<file path="src/sv/repeating_timer_queue_core_defines.svh">
// Assertion macros for the timer queue. Each macro samples on the rising
// edge of clk and is switched off while rst_n is low.
`ifndef REPEATING_TIMER_QUEUE_CORE_DEFINES_SVH
`define REPEATING_TIMER_QUEUE_CORE_DEFINES_SVH

`ifndef SYNTHESIS
`define RTQ_ASSERT(lbl, prop, msg) \
  lbl: assert property (@(posedge clk) disable iff (!rst_n) prop) else $error(msg);
`define RTQ_ASSERT_IMPL(lbl, ante, cons, msg) \
  lbl: assert property (@(posedge clk) disable iff (!rst_n) (ante) |-> (cons)) else $error(msg);
`else
`define RTQ_ASSERT(lbl, prop, msg)
`define RTQ_ASSERT_IMPL(lbl, ante, cons, msg)
`endif

`endif

</file>
<file path="src/sv/rtq_pkg.sv">
package rtq_pkg;

  localparam int NOW_W    = 48;
  localparam int PERIOD_W = 32;
  localparam int REP_W    = 16;
  localparam int TAG_W    = 32;
  localparam int REM_W    = 33;
  localparam int MINP_W   = 16;
  localparam int SLOT_OUT_W = 4;
  localparam int MAX_FIRES  = 16;

  localparam logic [MINP_W-1:0] MIN_PERIOD_RST = 16'd10;

  typedef enum logic [1:0] {
    CMD_CREATE  = 2'd0,
    CMD_DESTROY = 2'd1,
    CMD_TICK    = 2'd2,
    CMD_QUERY   = 2'd3
  } cmd_t;

  typedef enum logic [2:0] {
    KIND_CREATED   = 3'd0,
    KIND_REJECTED  = 3'd1,
    KIND_DESTROYED = 3'd2,
    KIND_NOT_FOUND = 3'd3,
    KIND_FIRED     = 3'd4,
    KIND_REPORT    = 3'd5
  } kind_t;

  typedef enum logic [1:0] {
    ORD_NONE   = 2'd0,
    ORD_INSERT = 2'd1,
    ORD_REMOVE = 2'd2
  } ord_op_t;

  typedef enum logic [3:0] {
    S_IDLE,
    S_EMIT,
    S_Q_RD,
    S_Q_CALC,
    S_DUE_RD,
    S_DUE_CMP,
    S_DUE_END,
    S_FIRE_RD,
    S_FIRE_PROC,
    S_FIRE_NEXT,
    S_INS_RD,
    S_INS_CMP
  } state_t;

  // One timer as held in the entry memory.
  typedef struct packed {
    logic [TAG_W-1:0]        tag;
    logic signed [REP_W-1:0] rep;
    logic [PERIOD_W-1:0]     period;
    logic [NOW_W-1:0]        deadline;
  } entry_t;

endpackage

</file>
<file path="src/sv/repeating_timer_queue_core.sv">
// Timer queue with up to TIMERS repeating timers kept in deadline order, a
// millisecond clock advanced by tick commands, and an APB register for the
// smallest accepted period. Each command is taken alone: in_tready is high
// only while the block is idle. A create finds its insertion point by reading
// the entry memory one queued timer at a time through its single read port
// and comparing with the one shared 48-bit adder/subtractor. A tick first
// counts the due timers, then fires them one by one and requeues a timer
// that repeats in the same way. A result waiting in the output register
// stalls the sequencer until it is taken. No memory clearing pass is needed
// after reset.
`include "repeating_timer_queue_core_defines.svh"

module repeating_timer_queue_core #(
  parameter int TIMERS = 16
) (
  input  logic         clk,
  input  logic         rst_n,
  // in_tdata: period_ms[31:0], repeat_count[47:32], user_tag[79:48],
  //           target_id[83:80], zero fill [87:84]
  input  logic [87:0]  in_tdata,
  // in_tuser: command[1:0]
  input  logic [1:0]   in_tuser,
  input  logic         in_tvalid,
  output logic         in_tready,
  // out_tdata: slot_id[3:0], fired_tag[35:4], remaining_ms[68:36],
  //            zero fill [71:69]
  output logic [71:0]  out_tdata,
  // out_tuser: kind[2:0]
  output logic [2:0]   out_tuser,
  output logic         out_tlast,
  output logic         out_tvalid,
  input  logic         out_tready,
  input  logic         cfg_psel,
  input  logic         cfg_penable,
  input  logic         cfg_pwrite,
  input  logic [2:0]   cfg_paddr,
  input  logic [31:0]  cfg_pwdata,
  output logic [31:0]  cfg_prdata,
  output logic         cfg_pready
);

  localparam int SLOT_W   = $clog2(TIMERS);
  localparam int CNT_W    = $clog2(TIMERS + 1);
  localparam int FIRE_CAP = (TIMERS < rtq_pkg::MAX_FIRES) ? TIMERS : rtq_pkg::MAX_FIRES;
  localparam int NOW_W    = rtq_pkg::NOW_W;
  localparam int REM_W    = rtq_pkg::REM_W;
  localparam int TAG_W    = rtq_pkg::TAG_W;
  localparam int SO_W     = rtq_pkg::SLOT_OUT_W;

  // Input fields.
  logic [rtq_pkg::PERIOD_W-1:0]     in_period;
  logic signed [rtq_pkg::REP_W-1:0] in_rep;
  logic [TAG_W-1:0]                 in_tag;
  logic [3:0]                       in_target;
  rtq_pkg::cmd_t                    in_cmd;

  assign in_period = in_tdata[31:0];
  assign in_rep    = $signed(in_tdata[47:32]);
  assign in_tag    = in_tdata[79:48];
  assign in_target = in_tdata[83:80];
  assign in_cmd    = rtq_pkg::cmd_t'(in_tuser);

  // Registers.
  rtq_pkg::state_t              state_r, state_nxt;
  rtq_pkg::state_t              after_r, after_nxt;
  rtq_pkg::cmd_t                cmd_r, cmd_nxt;
  logic [CNT_W-1:0]             pos_r, pos_nxt;
  logic [CNT_W-1:0]             due_r, due_nxt;
  logic [CNT_W-1:0]             fired_r, fired_nxt;
  logic [SLOT_W-1:0]            slot_r, slot_nxt;
  logic [NOW_W-1:0]             d_r, d_nxt;
  logic [NOW_W-1:0]             now_r, now_nxt;
  logic [TIMERS-1:0]            valid_r, valid_nxt;
  logic [rtq_pkg::MINP_W-1:0]   min_period_r;
  rtq_pkg::kind_t               res_kind_r, res_kind_nxt;
  logic [SO_W-1:0]              res_slot_r, res_slot_nxt;
  logic [TAG_W-1:0]             res_tag_r, res_tag_nxt;
  logic [REM_W-1:0]             res_rem_r, res_rem_nxt;
  logic                         res_last_r, res_last_nxt;
  logic                         out_tvalid_r, out_tvalid_nxt;
  rtq_pkg::kind_t               out_kind_r, out_kind_nxt;
  logic [SO_W-1:0]              out_slot_r, out_slot_nxt;
  logic [TAG_W-1:0]             out_tag_r, out_tag_nxt;
  logic [REM_W-1:0]             out_rem_r, out_rem_nxt;
  logic                         out_last_r, out_last_nxt;

  // Shared unit, entry memory and order list connections.
  logic [NOW_W-1:0]   alu_a, alu_b, alu_res;
  logic               alu_sub, alu_carry;
  logic               ram_we;
  logic [SLOT_W-1:0]  ram_waddr;
  rtq_pkg::entry_t    ram_wdata, ram_rdata;
  rtq_pkg::ord_op_t   ord_op;
  logic [SLOT_W-1:0]  ord_pos, ord_slot, rd_slot, find_pos;
  logic [CNT_W-1:0]   count;
  logic [SLOT_W-1:0]  free_slot;
  logic [SLOT_W-1:0]  tgt_idx;
  logic               tgt_ok;
  logic signed [rtq_pkg::REP_W-1:0] rep_new;

  rtq_alu u_alu (
    .a      (alu_a),
    .b      (alu_b),
    .sub    (alu_sub),
    .result (alu_res),
    .carry  (alu_carry)
  );

  rtq_ram #(
    .WIDTH ($bits(rtq_pkg::entry_t)),
    .DEPTH (TIMERS)
  ) u_entry_ram (
    .clk   (clk),
    .we    (ram_we),
    .waddr (ram_waddr),
    .wdata (ram_wdata),
    .raddr (rd_slot),
    .rdata (ram_rdata)
  );

  rtq_order #(
    .TIMERS (TIMERS)
  ) u_order (
    .clk       (clk),
    .rst_n     (rst_n),
    .op        (ord_op),
    .pos       (ord_pos),
    .slot      (ord_slot),
    .rd_pos    (pos_r[SLOT_W-1:0]),
    .find_slot (tgt_idx),
    .rd_slot   (rd_slot),
    .find_pos  (find_pos),
    .count     (count)
  );

  // Lowest free slot.
  always_comb begin
    free_slot = '0;
    for (int i = TIMERS - 1; i >= 0; i--) begin
      if (!valid_r[i]) begin
        free_slot = SLOT_W'(i);
      end
    end
  end

  assign tgt_ok  = {28'd0, in_target} < 32'(TIMERS);
  assign tgt_idx = SLOT_W'(in_target);
  assign rep_new = (ram_rdata.rep > 0) ? ram_rdata.rep - 16'sd1 : ram_rdata.rep;

  assign in_tready = (state_r == rtq_pkg::S_IDLE);

  always_comb begin
    state_nxt    = state_r;
    after_nxt    = after_r;
    cmd_nxt      = cmd_r;
    pos_nxt      = pos_r;
    due_nxt      = due_r;
    fired_nxt    = fired_r;
    slot_nxt     = slot_r;
    d_nxt        = d_r;
    now_nxt      = now_r;
    valid_nxt    = valid_r;
    res_kind_nxt = res_kind_r;
    res_slot_nxt = res_slot_r;
    res_tag_nxt  = res_tag_r;
    res_rem_nxt  = res_rem_r;
    res_last_nxt = res_last_r;
    alu_a        = now_r;
    alu_b        = NOW_W'(1);
    alu_sub      = 1'b0;
    ram_we       = 1'b0;
    ram_waddr    = slot_r;
    ram_wdata    = ram_rdata;
    ord_op       = rtq_pkg::ORD_NONE;
    ord_pos      = '0;
    ord_slot     = slot_r;

    unique case (state_r)
      rtq_pkg::S_IDLE: begin
        if (in_tvalid) begin
          cmd_nxt      = in_cmd;
          res_slot_nxt = '0;
          res_tag_nxt  = '0;
          res_rem_nxt  = '0;
          res_last_nxt = 1'b1;
          after_nxt    = rtq_pkg::S_IDLE;
          pos_nxt      = '0;
          unique case (in_cmd)
            rtq_pkg::CMD_CREATE: begin
              alu_b = NOW_W'(in_period);
              if (in_period < 32'(min_period_r) || count == CNT_W'(TIMERS)) begin
                res_kind_nxt = rtq_pkg::KIND_REJECTED;
                state_nxt    = rtq_pkg::S_EMIT;
              end else begin
                ram_we                = 1'b1;
                ram_waddr             = free_slot;
                ram_wdata.tag         = in_tag;
                ram_wdata.rep         = in_rep;
                ram_wdata.period      = in_period;
                ram_wdata.deadline    = alu_res;
                valid_nxt[free_slot]  = 1'b1;
                slot_nxt              = free_slot;
                d_nxt                 = alu_res;
                state_nxt             = rtq_pkg::S_INS_RD;
              end
            end
            rtq_pkg::CMD_DESTROY: begin
              if (tgt_ok && valid_r[tgt_idx]) begin
                ord_op             = rtq_pkg::ORD_REMOVE;
                ord_pos            = find_pos;
                valid_nxt[tgt_idx] = 1'b0;
                res_kind_nxt       = rtq_pkg::KIND_DESTROYED;
                res_slot_nxt       = in_target;
              end else begin
                res_kind_nxt = rtq_pkg::KIND_NOT_FOUND;
              end
              state_nxt = rtq_pkg::S_EMIT;
            end
            rtq_pkg::CMD_TICK: begin
              now_nxt   = alu_res;
              state_nxt = rtq_pkg::S_DUE_RD;
            end
            rtq_pkg::CMD_QUERY: begin
              if (count == '0) begin
                res_kind_nxt = rtq_pkg::KIND_REPORT;
                res_rem_nxt  = '1;
                state_nxt    = rtq_pkg::S_EMIT;
              end else begin
                state_nxt = rtq_pkg::S_Q_RD;
              end
            end
          endcase
        end
      end

      rtq_pkg::S_EMIT: begin
        if (!out_tvalid_r || out_tready) begin
          state_nxt = after_r;
        end
      end

      rtq_pkg::S_Q_RD: begin
        state_nxt = rtq_pkg::S_Q_CALC;
      end

      rtq_pkg::S_Q_CALC: begin
        alu_a        = ram_rdata.deadline;
        alu_b        = now_r;
        alu_sub      = 1'b1;
        res_kind_nxt = rtq_pkg::KIND_REPORT;
        // An overdue head reports one millisecond; long waits saturate.
        if (!alu_carry) begin
          res_rem_nxt = REM_W'(1);
        end else if (|alu_res[NOW_W-1:32]) begin
          res_rem_nxt = {1'b0, 32'hFFFF_FFFF};
        end else begin
          res_rem_nxt = {1'b0, alu_res[31:0]};
        end
        after_nxt = rtq_pkg::S_IDLE;
        state_nxt = rtq_pkg::S_EMIT;
      end

      rtq_pkg::S_DUE_RD: begin
        if (pos_r == count || pos_r == CNT_W'(FIRE_CAP)) begin
          state_nxt = rtq_pkg::S_DUE_END;
        end else begin
          state_nxt = rtq_pkg::S_DUE_CMP;
        end
      end

      rtq_pkg::S_DUE_CMP: begin
        alu_a   = now_r;
        alu_b   = ram_rdata.deadline;
        alu_sub = 1'b1;
        if (alu_carry) begin
          pos_nxt   = pos_r + CNT_W'(1);
          state_nxt = rtq_pkg::S_DUE_RD;
        end else begin
          state_nxt = rtq_pkg::S_DUE_END;
        end
      end

      rtq_pkg::S_DUE_END: begin
        if (pos_r == '0) begin
          state_nxt = rtq_pkg::S_IDLE;
        end else begin
          due_nxt   = pos_r;
          fired_nxt = '0;
          pos_nxt   = '0;
          state_nxt = rtq_pkg::S_FIRE_RD;
        end
      end

      rtq_pkg::S_FIRE_RD: begin
        slot_nxt  = rd_slot;
        state_nxt = rtq_pkg::S_FIRE_PROC;
      end

      rtq_pkg::S_FIRE_PROC: begin
        res_kind_nxt = rtq_pkg::KIND_FIRED;
        res_slot_nxt = SO_W'(slot_r);
        res_tag_nxt  = ram_rdata.tag;
        res_rem_nxt  = '0;
        res_last_nxt = (fired_r + CNT_W'(1)) == due_r;
        fired_nxt    = fired_r + CNT_W'(1);
        ord_op       = rtq_pkg::ORD_REMOVE;
        ord_pos      = '0;
        pos_nxt      = '0;
        if (rep_new == '0) begin
          valid_nxt[slot_r] = 1'b0;
          after_nxt         = rtq_pkg::S_FIRE_NEXT;
        end else begin
          alu_a              = now_r;
          alu_b              = NOW_W'(ram_rdata.period);
          ram_we             = 1'b1;
          ram_wdata.rep      = rep_new;
          ram_wdata.deadline = alu_res;
          d_nxt              = alu_res;
          after_nxt          = rtq_pkg::S_INS_RD;
        end
        state_nxt = rtq_pkg::S_EMIT;
      end

      rtq_pkg::S_FIRE_NEXT: begin
        if (fired_r == due_r) begin
          state_nxt = rtq_pkg::S_IDLE;
        end else begin
          pos_nxt   = '0;
          state_nxt = rtq_pkg::S_FIRE_RD;
        end
      end

      rtq_pkg::S_INS_RD, rtq_pkg::S_INS_CMP: begin
        alu_a   = d_r;
        alu_b   = ram_rdata.deadline;
        alu_sub = 1'b1;
        if (state_r == rtq_pkg::S_INS_RD && pos_r != count) begin
          state_nxt = rtq_pkg::S_INS_CMP;
        end else if (state_r == rtq_pkg::S_INS_CMP && alu_carry) begin
          // Equal deadlines keep their queueing order.
          pos_nxt   = pos_r + CNT_W'(1);
          state_nxt = rtq_pkg::S_INS_RD;
        end else begin
          ord_op  = rtq_pkg::ORD_INSERT;
          ord_pos = pos_r[SLOT_W-1:0];
          if (cmd_r == rtq_pkg::CMD_CREATE) begin
            res_kind_nxt = rtq_pkg::KIND_CREATED;
            res_slot_nxt = SO_W'(slot_r);
            res_tag_nxt  = '0;
            res_rem_nxt  = '0;
            res_last_nxt = 1'b1;
            after_nxt    = rtq_pkg::S_IDLE;
            state_nxt    = rtq_pkg::S_EMIT;
          end else begin
            state_nxt = rtq_pkg::S_FIRE_NEXT;
          end
        end
      end

      default: state_nxt = rtq_pkg::S_IDLE;
    endcase
  end

  // Output register.
  always_comb begin
    out_tvalid_nxt = out_tvalid_r && !out_tready;
    out_kind_nxt   = out_kind_r;
    out_slot_nxt   = out_slot_r;
    out_tag_nxt    = out_tag_r;
    out_rem_nxt    = out_rem_r;
    out_last_nxt   = out_last_r;
    if (state_r == rtq_pkg::S_EMIT && (!out_tvalid_r || out_tready)) begin
      out_tvalid_nxt = 1'b1;
      out_kind_nxt   = res_kind_r;
      out_slot_nxt   = res_slot_r;
      out_tag_nxt    = res_tag_r;
      out_rem_nxt    = res_rem_r;
      out_last_nxt   = res_last_r;
    end
  end

  always_ff @(posedge clk) begin
    if (!rst_n) begin
      state_r      <= rtq_pkg::S_IDLE;
      after_r      <= rtq_pkg::S_IDLE;
      cmd_r        <= rtq_pkg::CMD_CREATE;
      pos_r        <= '0;
      due_r        <= '0;
      fired_r      <= '0;
      now_r        <= '0;
      valid_r      <= '0;
      out_tvalid_r <= 1'b0;
    end else begin
      state_r      <= state_nxt;
      after_r      <= after_nxt;
      cmd_r        <= cmd_nxt;
      pos_r        <= pos_nxt;
      due_r        <= due_nxt;
      fired_r      <= fired_nxt;
      now_r        <= now_nxt;
      valid_r      <= valid_nxt;
      out_tvalid_r <= out_tvalid_nxt;
    end
  end

  always_ff @(posedge clk) begin
    slot_r     <= slot_nxt;
    d_r        <= d_nxt;
    res_kind_r <= res_kind_nxt;
    res_slot_r <= res_slot_nxt;
    res_tag_r  <= res_tag_nxt;
    res_rem_r  <= res_rem_nxt;
    res_last_r <= res_last_nxt;
    out_kind_r <= out_kind_nxt;
    out_slot_r <= out_slot_nxt;
    out_tag_r  <= out_tag_nxt;
    out_rem_r  <= out_rem_nxt;
    out_last_r <= out_last_nxt;
  end

  // Configuration register.
  always_ff @(posedge clk) begin
    if (!rst_n) begin
      min_period_r <= rtq_pkg::MIN_PERIOD_RST;
    end else if (cfg_psel && cfg_penable && cfg_pwrite && cfg_pready && !cfg_paddr[2]) begin
      min_period_r <= cfg_pwdata[rtq_pkg::MINP_W-1:0];
    end
  end

  always_comb begin
    if (!cfg_paddr[2]) begin
      cfg_prdata = {{(32 - rtq_pkg::MINP_W){1'b0}}, min_period_r};
    end else begin
      cfg_prdata = '0;
    end
  end

  assign cfg_pready = 1'b1;

  assign out_tvalid = out_tvalid_r;
  assign out_tuser  = out_kind_r;
  assign out_tlast  = out_last_r;
  assign out_tdata  = {3'b000, out_rem_r, out_tag_r, out_slot_r};

  // The count of queued timers matches the allocated slots whenever idle.
  `RTQ_ASSERT_IMPL(a_idle_count, state_r == rtq_pkg::S_IDLE, $countones(valid_r) == count, "queue count differs from allocated slots")
  // Every accepted command takes the sequencer out of the idle state.
  `RTQ_ASSERT(a_accept_busy, (in_tvalid && in_tready) |=> (state_r != rtq_pkg::S_IDLE), "command accepted but sequencer stayed idle")
  // Only firings may come several to one command.
  `RTQ_ASSERT_IMPL(a_single_last, out_tvalid && out_tuser != rtq_pkg::KIND_FIRED, out_tlast, "single result without last")
  // The firing count never runs past the due count.
  `RTQ_ASSERT(a_fire_bound, fired_r <= due_r || state_r == rtq_pkg::S_IDLE || state_r == rtq_pkg::S_DUE_RD || state_r == rtq_pkg::S_DUE_CMP || state_r == rtq_pkg::S_DUE_END, "more timers fired than were due")

endmodule

</file>
<file path="src/sv/rtq_ram.sv">
module rtq_ram #(
  parameter int WIDTH = 8,
  parameter int DEPTH = 16
) (
  input  logic                     clk,
  input  logic                     we,
  input  logic [$clog2(DEPTH)-1:0] waddr,
  input  logic [WIDTH-1:0]         wdata,
  input  logic [$clog2(DEPTH)-1:0] raddr,
  output logic [WIDTH-1:0]         rdata
);

  logic [WIDTH-1:0] mem [DEPTH];

  always_ff @(posedge clk) begin
    if (we) begin
      mem[waddr] <= wdata;
    end
    rdata <= mem[raddr];
  end

endmodule

</file>
<file path="src/sv/rtq_alu.sv">
// Shared 48-bit adder/subtractor. In subtract mode carry is set when a >= b.
module rtq_alu (
  input  logic [rtq_pkg::NOW_W-1:0] a,
  input  logic [rtq_pkg::NOW_W-1:0] b,
  input  logic                      sub,
  output logic [rtq_pkg::NOW_W-1:0] result,
  output logic                      carry
);

  logic [rtq_pkg::NOW_W-1:0] b_op;

  assign b_op = sub ? ~b : b;
  assign {carry, result} = {1'b0, a} + {1'b0, b_op} + {{rtq_pkg::NOW_W{1'b0}}, sub};

endmodule

</file>
<file path="src/sv/rtq_order.sv">
// Due-order list: slot numbers, earliest deadline first. Lanes from pos on
// shift headward on a removal, lanes past pos tailward on an insert.
module rtq_order #(
  parameter int TIMERS = 16
) (
  input  logic                          clk,
  input  logic                          rst_n,
  input  rtq_pkg::ord_op_t              op,
  input  logic [$clog2(TIMERS)-1:0]     pos,
  input  logic [$clog2(TIMERS)-1:0]     slot,
  input  logic [$clog2(TIMERS)-1:0]     rd_pos,
  input  logic [$clog2(TIMERS)-1:0]     find_slot,
  output logic [$clog2(TIMERS)-1:0]     rd_slot,
  output logic [$clog2(TIMERS)-1:0]     find_pos,
  output logic [$clog2(TIMERS+1)-1:0]   count
);

  localparam int SLOT_W = $clog2(TIMERS);
  localparam int CNT_W  = $clog2(TIMERS + 1);

  logic [SLOT_W-1:0] q_r [TIMERS];
  logic [CNT_W-1:0]  count_r;

  always_ff @(posedge clk) begin
    if (!rst_n) begin
      count_r <= '0;
    end else begin
      unique case (op)
        rtq_pkg::ORD_INSERT: count_r <= count_r + CNT_W'(1);
        rtq_pkg::ORD_REMOVE: count_r <= count_r - CNT_W'(1);
        default: ;
      endcase
    end
  end

  for (genvar i = 0; i < TIMERS; i++) begin : g_lane
    logic [SLOT_W-1:0] prev_s;
    logic [SLOT_W-1:0] next_s;

    if (i == 0) begin : g_first
      assign prev_s = slot;
    end else begin : g_mid
      assign prev_s = q_r[i-1];
    end

    if (i == TIMERS - 1) begin : g_last
      assign next_s = q_r[i];
    end else begin : g_body
      assign next_s = q_r[i+1];
    end

    always_ff @(posedge clk) begin
      unique case (op)
        rtq_pkg::ORD_INSERT: begin
          if (SLOT_W'(i) == pos) begin
            q_r[i] <= slot;
          end else if (SLOT_W'(i) > pos) begin
            q_r[i] <= prev_s;
          end
        end
        rtq_pkg::ORD_REMOVE: begin
          if (SLOT_W'(i) >= pos) begin
            q_r[i] <= next_s;
          end
        end
        default: ;
      endcase
    end
  end

  // Lowest queued position holding the requested slot.
  always_comb begin
    find_pos = '0;
    for (int i = TIMERS - 1; i >= 0; i--) begin
      if (q_r[i] == find_slot && CNT_W'(i) < count_r) begin
        find_pos = SLOT_W'(i);
      end
    end
  end

  assign rd_slot = q_r[rd_pos];
  assign count   = count_r;

endmodule

</file>
<file path="config.mk">
export PLATFORM = sky130hd
export DESIGN_NAME = repeating_timer_queue_core
export DESIGN_NICKNAME = d
export VERILOG_FILES = /design/src/sv/rtq_pkg.sv /design/src/sv/repeating_timer_queue_core.sv /design/src/sv/rtq_ram.sv /design/src/sv/rtq_alu.sv /design/src/sv/rtq_order.sv
export VERILOG_INCLUDE_DIRS = /design/src /design/src/sv
export SDC_FILE = /design/constraint.sdc
export NUM_CORES = 2
export LEC_CHECK = 0
export BUFFER_PORTS_ARGS = -buffer_cell sky130_fd_sc_hd__clkbuf_2
export CORE_MARGIN = 4
export CORE_UTILIZATION = 50
export CTS_BUF_LIST = sky130_fd_sc_hd__clkbuf_2
export CTS_CLUSTER_SIZE = 10
export DETAILED_ROUTE_END_ITERATION = 8
export MAX_ROUTING_LAYER = met4
export PLACE_DENSITY = 0.66
export SETUP_SLACK_MARGIN = 0.2
export SLEW_MARGIN = 30
export SYNTH_ARGS = -nofsm -noshare
export SYNTH_HDL_FRONTEND = slang
export SYNTH_SLANG_ARGS = --single-unit
</file>
<file path="constraint.sdc">
create_clock -name clk -period 9 [get_ports clk]
set_clock_uncertainty 0.1 [all_clocks]
set_input_delay 0.9 -clock clk [delete_from_list [all_inputs] [get_ports clk]]
set_output_delay 0.9 -clock clk [all_outputs]
set_load 0.02 [all_outputs]
</file>
==> out/qor.txt <==
run status: finished clean
Ports: 243
row count: 168
Setup crit start kind: primary input
share of layout cells above drive strength 1: 26.6%
Max VDD drop: 0.154 mV
unrepaired setup endpoints after global routing: false
number of iterations in the first detailed-routing pass: 6
number of slew-limit violations in the final report: 0
clock slew at the register clock pins of the worst setup and hold paths: 0.10 ns
Routed wire per std cell: 26.9 um
number of global-route vias before repair: 64000
setup repair bufs after CTS: 0
Worst setup EP type: flop
cells after synthesis: 6405
number of buffers added on ports: 200
static leakage power: 41.4 nW
register area share after synthesis: 70.2%
number of antenna violations at the first check in global routing: 17
accumulated negative setup slack: 0 ns
Unique masters post-synth: 91
part of the power in registers: 52.5%
wire length of the first global-routing pass: 418000 um
Gates resized, CTS repair: 0
part of the total power dissipated in the clock network: 26.2%
final setup violating endpoints: 0
worst-case setup margin in the final layout: 0.760 ns
clock tree from TritonCTS: done
cell taking the most area after synthesis: edfxtp_1
largest net degree at the start of global routing: 112
HPWL reported at the end of detailed placement: 157000 um
Die Area: 0.219 mm2
share of flip-flops with an asynchronous set or reset: 0%
number of nets in the layout: 7462
GP Congestion: 0.985
synthesis-to-layout area growth: 12.6%
number of synthesized flops with an enable pin: 2310
detailed-route via count: 63500
transition time at the pin with the least slew margin: 1.24 ns
Post-Syn Area: 0.106 mm2
die extent in y: 468 um
count of maximum capacitance violations: 0
switching fraction of total power: 31.5%
fill count: 16600
clk_lat worst skew: 2.03 ns
power per cell area: 252 mW/mm2
Primary FF master, synth: edfxtp_1
# clock sinks: 2552
most common cell in the netlist: edfxtp_1
cell with the most instances on the worst path: nand2_1
share of the synthesized area in the top cell type: 65.6%
worst hold path type: reg2reg
pre-CTS WS: 0.922 ns
Final Hold Slack: 0.250 ns
kind of cell with the highest combined delay on the critical path: simple AND/OR/NAND/NOR gates
CTS H-Tree Depth: 6
max-slew headroom at the worst pin: 17.3%
CP arrival: 9.70 ns
proportion of power drawn by combinational gates: 21.3%
mean number of vias per cell: 5.99
worst path buffer plus inverter count: 6
Net Switching: 0.00946 W
Final Routed Wirelength: 285000 um
critical path class: in2reg
cell type of the slowest stage on the worst timing path: dlygate4sd3_1
biggest fanout along the worst timing path: 15
Final Power: 0.0300 W
total congestion overflow: 0
Clock Root Buffer: clkbuf_2
starting DRC count in detailed routing: 7379
starting density of the core: 50.4%
DRT antenna net count: 0
top cell types by occurrence after synthesis: edfxtp_1, nand2_1, mux4_2
Worst Path Required: 10.45 ns
core utilization of the finished layout: 56.7%
Final Cycle Share: 91.6%
core area: 0.210 mm2
endpoints failing hold: 0
internal power: 0.0205 W
deepest clock path buffer count: 4
remaining design rule violation count: 0
synthesized area per cell: 16.5 um2
FF+latch count, synth: 2552
FMAX: 121 MHz
yosys synthesis warning count: 0
Die X-Extent: 468 um
top post-synthesis cells by area: edfxtp_1, mux4_2, dfxtp_1
slowest cell delay on critical path: 0.62 ns
TritonCTS buffer count: 649
final critical path time including I/O delays and setup: 8.24 ns
aggregate global-route resource usage: 26.7%
==> kinds of logic after synthesis <==
| family | Yosys count | share of synthesized area, % |
|---|---|---|
| compound gates | 1004 | 6.21 |
| xor+xnor | 132 | 1.09 |
| fa+ha+maj | 77 | 0.918 |
| buf+inv | 519 | 1.96 |
| flops | 2552 | 70.2 |
| mux | 782 | 13.8 |
| other cells | 2 | 0.00710 |
| simple gates | 1337 | 5.85 |
==> path summary, 6_finish.rpt <==
check / start / endpoint / slack (ns) / cells after the start
worst max-delay path: in_tuser[1] / u_order.q_r[2][1] / 0.76 / 27
worst min-delay path: res_rem_r[12] / out_rem_r[12] / 0.25 / 0
worst max register to register: state_r[2] / u_order.q_r[2][1] / 0.78 / 23
worst min register to register: res_rem_r[12] / out_rem_r[12] / 0.25 / 0
==> metal layers <==
layer / track usage (%) / routed length (um)
met1: 36.7 / 117000
met2: 40.4 / 135000
met3: 4.89 / 24100
met4: 9.52 / 8720
met5: - / 0
==> area by class of cell <==
| cell class | instances | area [um2] | share of cell area (%) |
|---|---|---|---|
| Clock inverter | 190 | 1030 | 0.868 |
| Inverter | 109 | 409 | 0.344 |
| Clock buffer | 979 | 4900 | 4.11 |
| Multi-Input combinational cell | 3352 | 29900 | 25.1 |
| Sequential cell | 2552 | 74200 | 62.3 |
| Antenna cell | 13 | 32.5 | 0.0273 |
| Timing Repair Buffer | 589 | 5070 | 4.26 |
| Tap cell | 2805 | 3510 | 2.95 |
==> per-stage QoR <==
stage / instance area [um2] / std cells
2_1_floorplan: 106000 / 6423
3_3_place_gp: 111000 / 9181
3_5_place_dp: 111000 / 9187
4_1_cts: 119000 / 10600
5_1_grt: 119000 / 10600
6_report: 119000 / 10600
==> power groups by stage <==
| stage | Sequential (W) | Combinational (W) | Clock (W) |
|---|---|---|---|
| floorplan | 0.0158 | 0.00418 | 0 |
| global placement | 0.0160 | 0.00606 | 0 |
| detailed placement | 0.0160 | 0.00626 | 0 |
| CTS | 0.0157 | 0.00636 | 0.00809 |
| global route | 0.0158 | 0.00693 | 0.00875 |
| finish | 0.0158 | 0.00639 | 0.00786 |
==> sequential cells by signal, indices dropped and copies added (netlist names), 16 cells and up, named ones only <==
register,flops
d_r,48
min_period_r,16
now_r,48
out_rem_r,33
out_tag_r,32
res_rem_r,33
res_tag_r,32
u_entry_ram.mem,2048
u_entry_ram.rdata,128
u_order.q_r,64
valid_r,16
==> placed cells by master (no fill, tap or decap), types with 46 or more instances in the layout <==
cell,synthesis,layout
a21boi_0,56,55
buf_4,20,128
dfxtp_1,242,242
and3_1,48,48
clkbuf_2,1,1178
a21oi_1,292,288
xnor2_1,86,86
clkinv_1,2,140
a22oi_1,55,55
dlygate4sd3_1,0,215
nand2_1,674,673
nor2_1,198,177
mux2i_1,208,208
nand3_1,52,51
o21ai_0,183,181
ha_1,76,76
a211oi_1,137,137
mux4_2,537,533
inv_1,107,107
edfxtp_1,2310,2310
xor2_1,46,46
nor2b_1,146,145
==> repair_timing <==
action                                  4_1_cts  5_1_grt
endpoints found under the setup margin        0        0
hold buffers                                215        1
endpoints found under the hold margin      1483        5
Note: power is estimated with default switching activity, not from simulation.
